`config.mk`:
```
export PLATFORM = sky130hd
export DESIGN_NAME = command_velocity_ramp
export DESIGN_NICKNAME = d
export VERILOG_FILES = /design/src/rtl/cvr_pkg.sv /design/src/rtl/command_velocity_ramp.sv
export SDC_FILE = /design/constraint.sdc
export NUM_CORES = 1
export LEC_CHECK = 0
export BUFFER_PORTS_ARGS = -buffer_cell sky130_fd_sc_hd__buf_4
export CAP_MARGIN = 20
export CORE_MARGIN = 2
export CORE_UTILIZATION = 65
export DETAILED_ROUTE_END_ITERATION = 6
export PLACE_DENSITY = 0.93
export SLEW_MARGIN = 25
export SYNTH_ARGS = -nofsm -noshare
export SYNTH_HDL_FRONTEND = slang
export SYNTH_SLANG_ARGS = --single-unit
```
`constraint.sdc`:
```
create_clock -name clk -period 45.8 [get_ports clk]
set_input_delay 6.87 -clock clk [delete_from_list [all_inputs] [get_ports clk]]
set_output_delay 6.87 -clock clk [all_outputs]
set_load 0.005 [all_outputs]
```
`src/rtl/cvr_pkg.sv`:
```
package cvr_pkg;

  localparam int unsigned VEL_W   = 16;
  localparam int unsigned SPEED_W = 14;
  localparam int unsigned CMD_W   = 4;
  localparam int unsigned IDX_W   = 3;

  typedef logic signed [VEL_W-1:0]   vel_t;
  typedef logic        [SPEED_W-1:0] speed_t;
  typedef logic        [CMD_W-1:0]   cmd_t;
  typedef logic        [IDX_W-1:0]   cfg_idx_t;

  typedef struct packed {
    vel_t lin;
    vel_t ang;
  } goal_pair_t;

  // motion command codes
  localparam cmd_t CMD_STOP           = 4'd0;
  localparam cmd_t CMD_STRAIGHT       = 4'd1;
  localparam cmd_t CMD_LEFT           = 4'd2;
  localparam cmd_t CMD_RIGHT          = 4'd3;
  localparam cmd_t CMD_ARC_LEFT       = 4'd4;
  localparam cmd_t CMD_ARC_RIGHT      = 4'd5;
  localparam cmd_t CMD_REVERSE        = 4'd6;
  localparam cmd_t CMD_SLOW_ARC_LEFT  = 4'd7;
  localparam cmd_t CMD_SLOW_ARC_RIGHT = 4'd8;
  localparam cmd_t CMD_SLOW_STRAIGHT  = 4'd9;
  localparam cmd_t CMD_SLOW_LEFT      = 4'd10;
  localparam cmd_t CMD_SLOW_RIGHT     = 4'd11;

  // configuration register indexes
  localparam cfg_idx_t REG_MAP_LINEAR    = 3'd0;
  localparam cfg_idx_t REG_MAP_TURN      = 3'd1;
  localparam cfg_idx_t REG_NORMAL_LINEAR = 3'd2;
  localparam cfg_idx_t REG_NORMAL_TURN   = 3'd3;
  localparam cfg_idx_t REG_SLOW_LINEAR   = 3'd4;
  localparam cfg_idx_t REG_SLOW_TURN     = 3'd5;
  localparam cfg_idx_t REG_MAPPING_MODE  = 3'd6;

  // reset values of the speed registers
  localparam speed_t MAP_LINEAR_RST    = 14'd1229;
  localparam speed_t MAP_TURN_RST      = 14'd1638;
  localparam speed_t NORMAL_LINEAR_RST = 14'd2048;
  localparam speed_t NORMAL_TURN_RST   = 14'd3277;
  localparam speed_t SLOW_LINEAR_RST   = 14'd819;
  localparam speed_t SLOW_TURN_RST     = 14'd1638;

  function automatic vel_t pos_speed(input speed_t s);
    pos_speed = vel_t'({2'b00, s});
  endfunction

  function automatic vel_t neg_speed(input speed_t s);
    neg_speed = -vel_t'({2'b00, s});
  endfunction

  // (3 * s) >> 2
  function automatic vel_t three_quarters(input speed_t s);
    logic [SPEED_W+1:0] tri3;
    tri3 = {2'b00, s} + {1'b0, s, 1'b0};
    three_quarters = vel_t'({2'b00, tri3[SPEED_W+1:2]});
  endfunction

  // -(s >> 1)
  function automatic vel_t neg_half(input speed_t s);
    neg_half = -vel_t'({3'b000, s[SPEED_W-1:1]});
  endfunction

  function automatic goal_pair_t pick_goals(
    input cmd_t       code,
    input speed_t     base_lin,
    input speed_t     base_turn,
    input speed_t     slow_lin,
    input speed_t     slow_turn,
    input goal_pair_t keep
  );
    goal_pair_t g;
    g = keep;
    case (code)
      CMD_STOP: begin
        g.lin = '0; g.ang = '0;
      end
      CMD_STRAIGHT: begin
        g.lin = pos_speed(base_lin); g.ang = '0;
      end
      CMD_LEFT: begin
        g.lin = '0; g.ang = pos_speed(base_turn);
      end
      CMD_RIGHT: begin
        g.lin = '0; g.ang = neg_speed(base_turn);
      end
      CMD_ARC_LEFT: begin
        g.lin = three_quarters(base_lin); g.ang = pos_speed(base_turn);
      end
      CMD_ARC_RIGHT: begin
        g.lin = three_quarters(base_lin); g.ang = neg_speed(base_turn);
      end
      CMD_REVERSE: begin
        g.lin = neg_half(base_lin); g.ang = '0;
      end
      CMD_SLOW_ARC_LEFT: begin
        g.lin = three_quarters(slow_lin); g.ang = pos_speed(slow_turn);
      end
      CMD_SLOW_ARC_RIGHT: begin
        g.lin = three_quarters(slow_lin); g.ang = neg_speed(slow_turn);
      end
      CMD_SLOW_STRAIGHT: begin
        g.lin = pos_speed(slow_lin); g.ang = '0;
      end
      CMD_SLOW_LEFT: begin
        g.lin = '0; g.ang = pos_speed(slow_turn);
      end
      CMD_SLOW_RIGHT: begin
        g.lin = '0; g.ang = neg_speed(slow_turn);
      end
      default: begin
        g = keep;
      end
    endcase
    pick_goals = g;
  endfunction

endpackage

```
`src/rtl/command_velocity_ramp.sv`:
```
// command_velocity_ramp: linear set-point ramp for a forward / turn velocity pair
//
// input stream: one transaction per control tick. tuser flags that a new
// motion command comes with the tick, tdata carries the command code. A
// command picks new targets from the speed table and restarts a ramp of
// RAMP_STEPS ticks; every tick, with or without a command, yields exactly
// one output transaction with the velocities after that tick (Q3.12) and a
// flag that is set while ramp ticks remain.
// throughput: one tick per clock cycle, sustained while the receiver does not stall. Latency: the result of a
// tick is offered on the output stream in the cycle after its input
// transaction; all the work (table pick, reciprocal multiply, add) sits
// between the ramp state and the output register.
// stall: the output register holds its result while the receiver stalls;
// the input side is ready whenever that register is empty or being taken,
// so a stall holds the input back one-for-one without losing a tick.
// reset: velocities, targets, increments and the step count clear to zero,
// speed registers take their default values, no output is pending.
// configuration: plain write port, for the user to write only while the block is idle; the block does not enforce it.
module command_velocity_ramp
  import cvr_pkg::*;
#(
  parameter int unsigned RAMP_STEPS = 20
) (
  input  logic           clk,
  input  logic           rst,
  // configuration write port
  input  logic           cfg_we,
  input  cfg_idx_t       cfg_index,
  input  speed_t         cfg_data,
  // tick input stream
  input  logic           s_axis_tvalid,
  output logic           s_axis_tready,
  input  logic [7:0]     s_axis_tdata,  // [3:0] command, [7:4] zero
  input  logic           s_axis_tuser,  // [0] command_valid
  // velocity output stream
  output logic           m_axis_tvalid,
  input  logic           m_axis_tready,
  output logic [39:0]    m_axis_tdata   // [15:0] linear_velocity,
                                        // [31:16] angular_velocity,
                                        // [32] ramping, [39:33] zero
);

  localparam int unsigned STEP_W      = $clog2(RAMP_STEPS + 1);
  // truncating divide by RAMP_STEPS as multiply by a rounded-up reciprocal;
  // exact for magnitudes below 2**15 while RAMP_STEPS stays below 32
  localparam int unsigned RECIP_SHIFT = 21;
  localparam int unsigned RECIP_W     = RECIP_SHIFT + 1;
  localparam logic [RECIP_W-1:0] RECIP =
    RECIP_W'(((64'd1 << RECIP_SHIFT) + RAMP_STEPS - 1) / RAMP_STEPS);
  localparam logic [STEP_W-1:0] STEPS_INIT = STEP_W'(RAMP_STEPS);
  localparam logic [STEP_W-1:0] STEP_ONE   = STEP_W'(1);

  // speed registers
  speed_t map_linear_speed;
  speed_t map_turn_speed;
  speed_t normal_linear_speed;
  speed_t normal_turn_speed;
  speed_t slow_linear_speed;
  speed_t slow_turn_speed;
  logic   mapping_mode;

  // ramp state
  goal_pair_t        now;
  goal_pair_t        goal;
  goal_pair_t        inc;
  logic [STEP_W-1:0] steps_left;

  goal_pair_t        now_next;
  goal_pair_t        goal_next;
  goal_pair_t        inc_next;
  logic [STEP_W-1:0] steps_left_next;

  goal_pair_t        goal_pick;
  goal_pair_t        goal_sel;
  goal_pair_t        inc_sel;
  logic [STEP_W-1:0] steps_sel;
  logic signed [VEL_W:0] lin_diff;
  logic signed [VEL_W:0] ang_diff;

  speed_t base_lin;
  speed_t base_turn;
  logic   in_take;
  logic   cmd_go;
  logic   ramping_next;

  // signed divide by RAMP_STEPS, truncating toward zero
  function automatic vel_t ramp_div(input logic signed [VEL_W:0] d);
    logic [VEL_W:0]           mag;
    logic [VEL_W+RECIP_W:0]   prod;
    vel_t                     q;
    mag  = d[VEL_W] ? $unsigned(-d) : $unsigned(d);
    prod = {{RECIP_W{1'b0}}, mag} * {{(VEL_W+1){1'b0}}, RECIP};
    q    = vel_t'(prod[RECIP_SHIFT +: VEL_W]);
    ramp_div = d[VEL_W] ? -q : q;
  endfunction

  assign s_axis_tready = !m_axis_tvalid || m_axis_tready;
  assign in_take       = s_axis_tvalid && s_axis_tready;
  assign cmd_go        = in_take && s_axis_tuser;

  assign base_lin  = mapping_mode ? map_linear_speed : normal_linear_speed;
  assign base_turn = mapping_mode ? map_turn_speed   : normal_turn_speed;

  always_comb begin
    goal_pick = pick_goals(cmd_t'(s_axis_tdata[CMD_W-1:0]), base_lin, base_turn,
                           slow_linear_speed, slow_turn_speed, goal);
    goal_sel  = cmd_go ? goal_pick : goal;
    // differences need one bit more than the velocities
    lin_diff  = {goal_sel.lin[VEL_W-1], goal_sel.lin} - {now.lin[VEL_W-1], now.lin};
    ang_diff  = {goal_sel.ang[VEL_W-1], goal_sel.ang} - {now.ang[VEL_W-1], now.ang};
    inc_sel   = inc;
    steps_sel = steps_left;
    if (cmd_go) begin
      inc_sel.lin = ramp_div(lin_diff);
      inc_sel.ang = ramp_div(ang_diff);
      steps_sel   = STEPS_INIT;
    end

    now_next        = now;
    steps_left_next = steps_sel;
    if (steps_sel != '0) begin
      // last step lands exactly on the target
      if (steps_sel == STEP_ONE) begin
        now_next = goal_sel;
      end else begin
        now_next.lin = now.lin + inc_sel.lin;
        now_next.ang = now.ang + inc_sel.ang;
      end
      steps_left_next = steps_sel - STEP_ONE;
    end
    goal_next    = goal_sel;
    inc_next     = inc_sel;
    ramping_next = (steps_left_next != '0);
  end

  // configuration registers
  always_ff @(posedge clk) begin
    if (rst) begin
      map_linear_speed    <= MAP_LINEAR_RST;
      map_turn_speed      <= MAP_TURN_RST;
      normal_linear_speed <= NORMAL_LINEAR_RST;
      normal_turn_speed   <= NORMAL_TURN_RST;
      slow_linear_speed   <= SLOW_LINEAR_RST;
      slow_turn_speed     <= SLOW_TURN_RST;
      mapping_mode        <= 1'b0;
    end else if (cfg_we) begin
      case (cfg_index)
        REG_MAP_LINEAR:    map_linear_speed    <= cfg_data;
        REG_MAP_TURN:      map_turn_speed      <= cfg_data;
        REG_NORMAL_LINEAR: normal_linear_speed <= cfg_data;
        REG_NORMAL_TURN:   normal_turn_speed   <= cfg_data;
        REG_SLOW_LINEAR:   slow_linear_speed   <= cfg_data;
        REG_SLOW_TURN:     slow_turn_speed     <= cfg_data;
        REG_MAPPING_MODE:  mapping_mode        <= cfg_data[0];
        default: begin
        end
      endcase
    end
  end

  // ramp state advances once per accepted tick
  always_ff @(posedge clk) begin
    if (rst) begin
      now        <= '0;
      goal       <= '0;
      inc        <= '0;
      steps_left <= '0;
    end else if (in_take) begin
      now        <= now_next;
      goal       <= goal_next;
      inc        <= inc_next;
      steps_left <= steps_left_next;
    end
  end

  // output register
  always_ff @(posedge clk) begin
    if (rst) begin
      m_axis_tvalid <= 1'b0;
    end else if (in_take) begin
      m_axis_tvalid <= 1'b1;
    end else if (m_axis_tready) begin
      m_axis_tvalid <= 1'b0;
    end
  end

  always_ff @(posedge clk) begin
    if (in_take) begin
      m_axis_tdata <= {7'b0, ramping_next, now_next.ang, now_next.lin};
    end
  end

endmodule

```
==> implementation parameters <==
Parameter                              Value

Run status
  Run status    finished with violations
  Failing checks    design-rule violations

Synth
  Portion of synthesized cell area occupied by the leading cell type    18.9%
  Fraction of the mapped netlist area in adder cells    between 30 and 40%
  Post-synthesis cell area    25500 um2
  Area contributors post-synth    sky130_fd_sc_hd__ha_1 (19%), sky130_fd_sc_hd__dfxtp_1 (15%), sky130_fd_sc_hd__fa_1 (14%)
  Instance count of the mapped netlist    3058
  Proportion of synthesized area in mux cells    1.95%
  Flip-flop cell with the highest count after synthesis    sky130_fd_sc_hd__dfxtp_1
  Area fraction in compound gates after synthesis    16.3%
  Yosys warning total    0
  Mean instance size in the synthesized netlist    roughly 8.3 um2
  Post-Synth XOR/XNOR Area    6.40%
  Share of synthesized area occupied by flip-flops and latches    18.6%
  Top post-synthesis cells by count    sky130_fd_sc_hd__ha_1 (385), sky130_fd_sc_hd__nand2_1 (378), sky130_fd_sc_hd__inv_1 (342)
  Top cell type by total area after synthesis    sky130_fd_sc_hd__ha_1
  Synth cell types    97
  Register bit total from synthesis    220
  Share of async-settable or async-resettable flops after synthesis    0%
  Post-synthesis share of cell area spent on and, or, nand and nor gates    17.1%
  Leading cell type by number of instances after synthesis    sky130_fd_sc_hd__ha_1
  Dominant combinational cell family by area after synthesis    adder cells
  Post-synth EDFFs    33

Detailed routing
  Starting DRT DRC Count    ~1700
  Post-DR wirelength/cell    19.0 um
  Total vias in the final route    22336
  First-pass detailed-route iteration total    7
  Sum of routed wire length over all layers    68100 um
  Post-DRT Antenna Nets    0
  Routed vias/inst    6.24
  DRC viols    1

Clock network
  Root buf cell    sky130_fd_sc_hd__clkbuf_16
  Hold buffer count at cts    0
  Deepest level of the CTS H-tree    1
  Maximum root-to-sink buffer count    3
  Clock insertion delay at the later pin of the skew report    0.53 ns
  Post-CTS setup repair buffer count    0
  CTS clock-pin slew for the worst setup and hold paths    about 0.07 ns
  TritonCTS clock tree    yes
  Sink count of the clock tree    220
  TritonCTS buffer count    21
  Resize count post-CTS    0

STA
  Maximum achievable frequency    between 0.04 and 0.05 GHz
  Number of setup violations in the final report    0
  Setup TNS Final    0 ns
  Setup Skew    roughly 0.015 ns
  Final Max Slew Viols    0
  Worst slew margin relative to its limit    29.8%
  Final critical-path share of the clock period    47.9%
  Setup repair after global routing missed its margin    no
  Transition at the pin with the smallest max-transition slack    roughly 1.0 ns
  Number of endpoints with negative hold slack in the final report    0
  Crit path time final    between 20 and 25 ns

Hold path
  Hold Path Stages    2
  Hold Crit Start    normal_turn_speed[13]
  Endpoint of the worst hold-timing path    normal_turn_speed[13]
  Class of the tightest hold or removal check    flip-flop to flip-flop

Global route
  Initial antenna violation count    0
  Global-route wire length before repair    112000 um
  Pin count of the biggest net entering global routing    74
  GRT Util Overall    33.4%
  Gr ovfl total    0
  Number of global-route vias before repair    22502

Setup path
  Worst setup SP type    input pin
  Number of cells on the worst reg-to-reg path    55
  Highest fanout seen on the critical path    55
  Reg2reg setup slack    29.98 ns
  Req. time, crit path    46.04 ns
  Crit-path slowest cell    sky130_fd_sc_hd__clkinv_2
  Arrival time reported for the critical path endpoint    22.19 ns
  Element type at the critical path end    flip-flop
  R2r startpoint    m_axis_tvalid
  Delay of the slowest critical-path stage    0.70 ns
  Type of the worst setup path    input pin to flip-flop
  Worst reg2reg path endpoint    m_axis_tdata[15]

Final layout
  Total of fill cells in the finished design    2998
  Number of nets in the finished design    3642
  Ratio of cells with drive above 1 in the final layout    5.32%
  Final instance area    between 20000 and 30000 um2
  Ant. Diodes    0
  Area added between synthesis and finish    5.83%

Floorplan
  Horizontal die dimension    202 um
  Starting utilization of the core area    66.0%
  CORE AREA    38600 um2
  Number of cell rows    72
  DIE AREA    40800 um2
  I/O Pins    73
  Height of the chip    202 um

Job
  # Max-Cap Violations    0

Place
  Detailed Place HPWL    54200 um
  # port buffers    between 60 and 70
  Routability congestion estimate from global placement    0.958
  Placed inst area    26300 um2
[through the flow]
step,std cells,worst slack (ns),hold WS (ns),utilization [%]
3_3_place_gp,3544,24.09,0.439,68.0
4_1_cts,3582,24.01,0.456,69.8
5_1_grt,3582,22.88,0.472,69.8
6_report,3582,23.85,0.455,69.8
2_1_floorplan,3064,26.46,0.433,-
3_5_place_dp,3544,23.58,0.447,68.0
[kinds of logic (layout without fill, tap and decap cells)]
group                      Yosys count  in the layout
and+or+nand+nor                    927            927
other                                1              7
muxes                               48             48
buffers and inverters              455            455
adders and majority gates          562            562
DFF                                220            220
xor gates and xnor gates           183            183
AOI/OAI and AO/OA                  662            662
[placed cells by master, fill, tap and decap left out, types with 22 or more instances in the layout]
cell type                   synthesis  layout
sky130_fd_sc_hd__ha_1             385     385
sky130_fd_sc_hd__nand2_1          378     378
sky130_fd_sc_hd__inv_1            342     341
sky130_fd_sc_hd__a21oi_1          240     239
sky130_fd_sc_hd__dfxtp_1          187     186
sky130_fd_sc_hd__nor2_1           185     185
sky130_fd_sc_hd__fa_1             177     177
sky130_fd_sc_hd__o21ai_0          134     134
sky130_fd_sc_hd__xnor2_1          112     112
sky130_fd_sc_hd__nand3_1           76      76
sky130_fd_sc_hd__buf_4              8      74
sky130_fd_sc_hd__xor2_1            69      69
sky130_fd_sc_hd__nor3_1            58      58
sky130_fd_sc_hd__and2_1            55      55
sky130_fd_sc_hd__a21o_1            40      40
sky130_fd_sc_hd__mux2i_1           37      37
sky130_fd_sc_hd__edfxtp_1          33      33
sky130_fd_sc_hd__a31oi_1           32      32
sky130_fd_sc_hd__or3_1             29      29
sky130_fd_sc_hd__nor2b_1           29      29
sky130_fd_sc_hd__a211oi_1          23      23
sky130_fd_sc_hd__clkbuf_16          0      22
[registers in the layout (all words and copies together) (netlist names), 5 cells and up]
name,cells
goal,32
inc,32
slow_linear_speed,14
slow_turn_speed,14
m_axis_tdata,33
map_linear_speed,14
steps_left,5
normal_linear_speed,14
map_turn_speed,14
now,32
normal_turn_speed,14
[metal layers]
layer | up-vias | routed length [um] | GRT usage (%)
met3 | 220 | 4650 | 4.35
met5 | - | 0 | 0
met1 | 10632 | 27500 | 41.4
met4 | 0 | 2920 | 13.0
met2 | 983 | 33000 | 58.8
li1 | 10501 | - | -
[worst max-delay path: cells and delay by family]
| family | cells | cell delay, ns |
|---|---|---|
| AOI/OAI and AO/OA | 22 | 5.92 |
| adders and majority gates | 9 | 3.80 |
| and+or+nand+nor | 14 | 2.65 |
| buffers and inverters | 7 | 1.62 |
| xor gates and xnor gates | 3 | 0.84 |
| muxes | 1 | 0.45 |
[how the worst max path moves through the flow]
stage / from / end
after floorplan: s_axis_tdata[3] / m_axis_tdata[31]
after global routing: m_axis_tready / m_axis_tdata[15]
after global placement: m_axis_tready / now[12]
after detailed placement: m_axis_tready / m_axis_tdata[15]
after CTS: m_axis_tready / m_axis_tdata[15]
final: m_axis_tready / m_axis_tdata[15]
[layout make-up]
class	count	area, um2	area share [%]
clock buffers	29	607	2.25
clock inverters	9	85.1	0.315
inverters	343	1290	4.78
multi-input cells	2389	19100	70.6
flip-flops and latches	220	4740	17.6
well taps	518	648	2.40
repair buffers	74	556	2.06
Power is left out: the tool's default activity adds up to more than one toggle a clock period on the data nets, which glitch-free logic cannot reach.
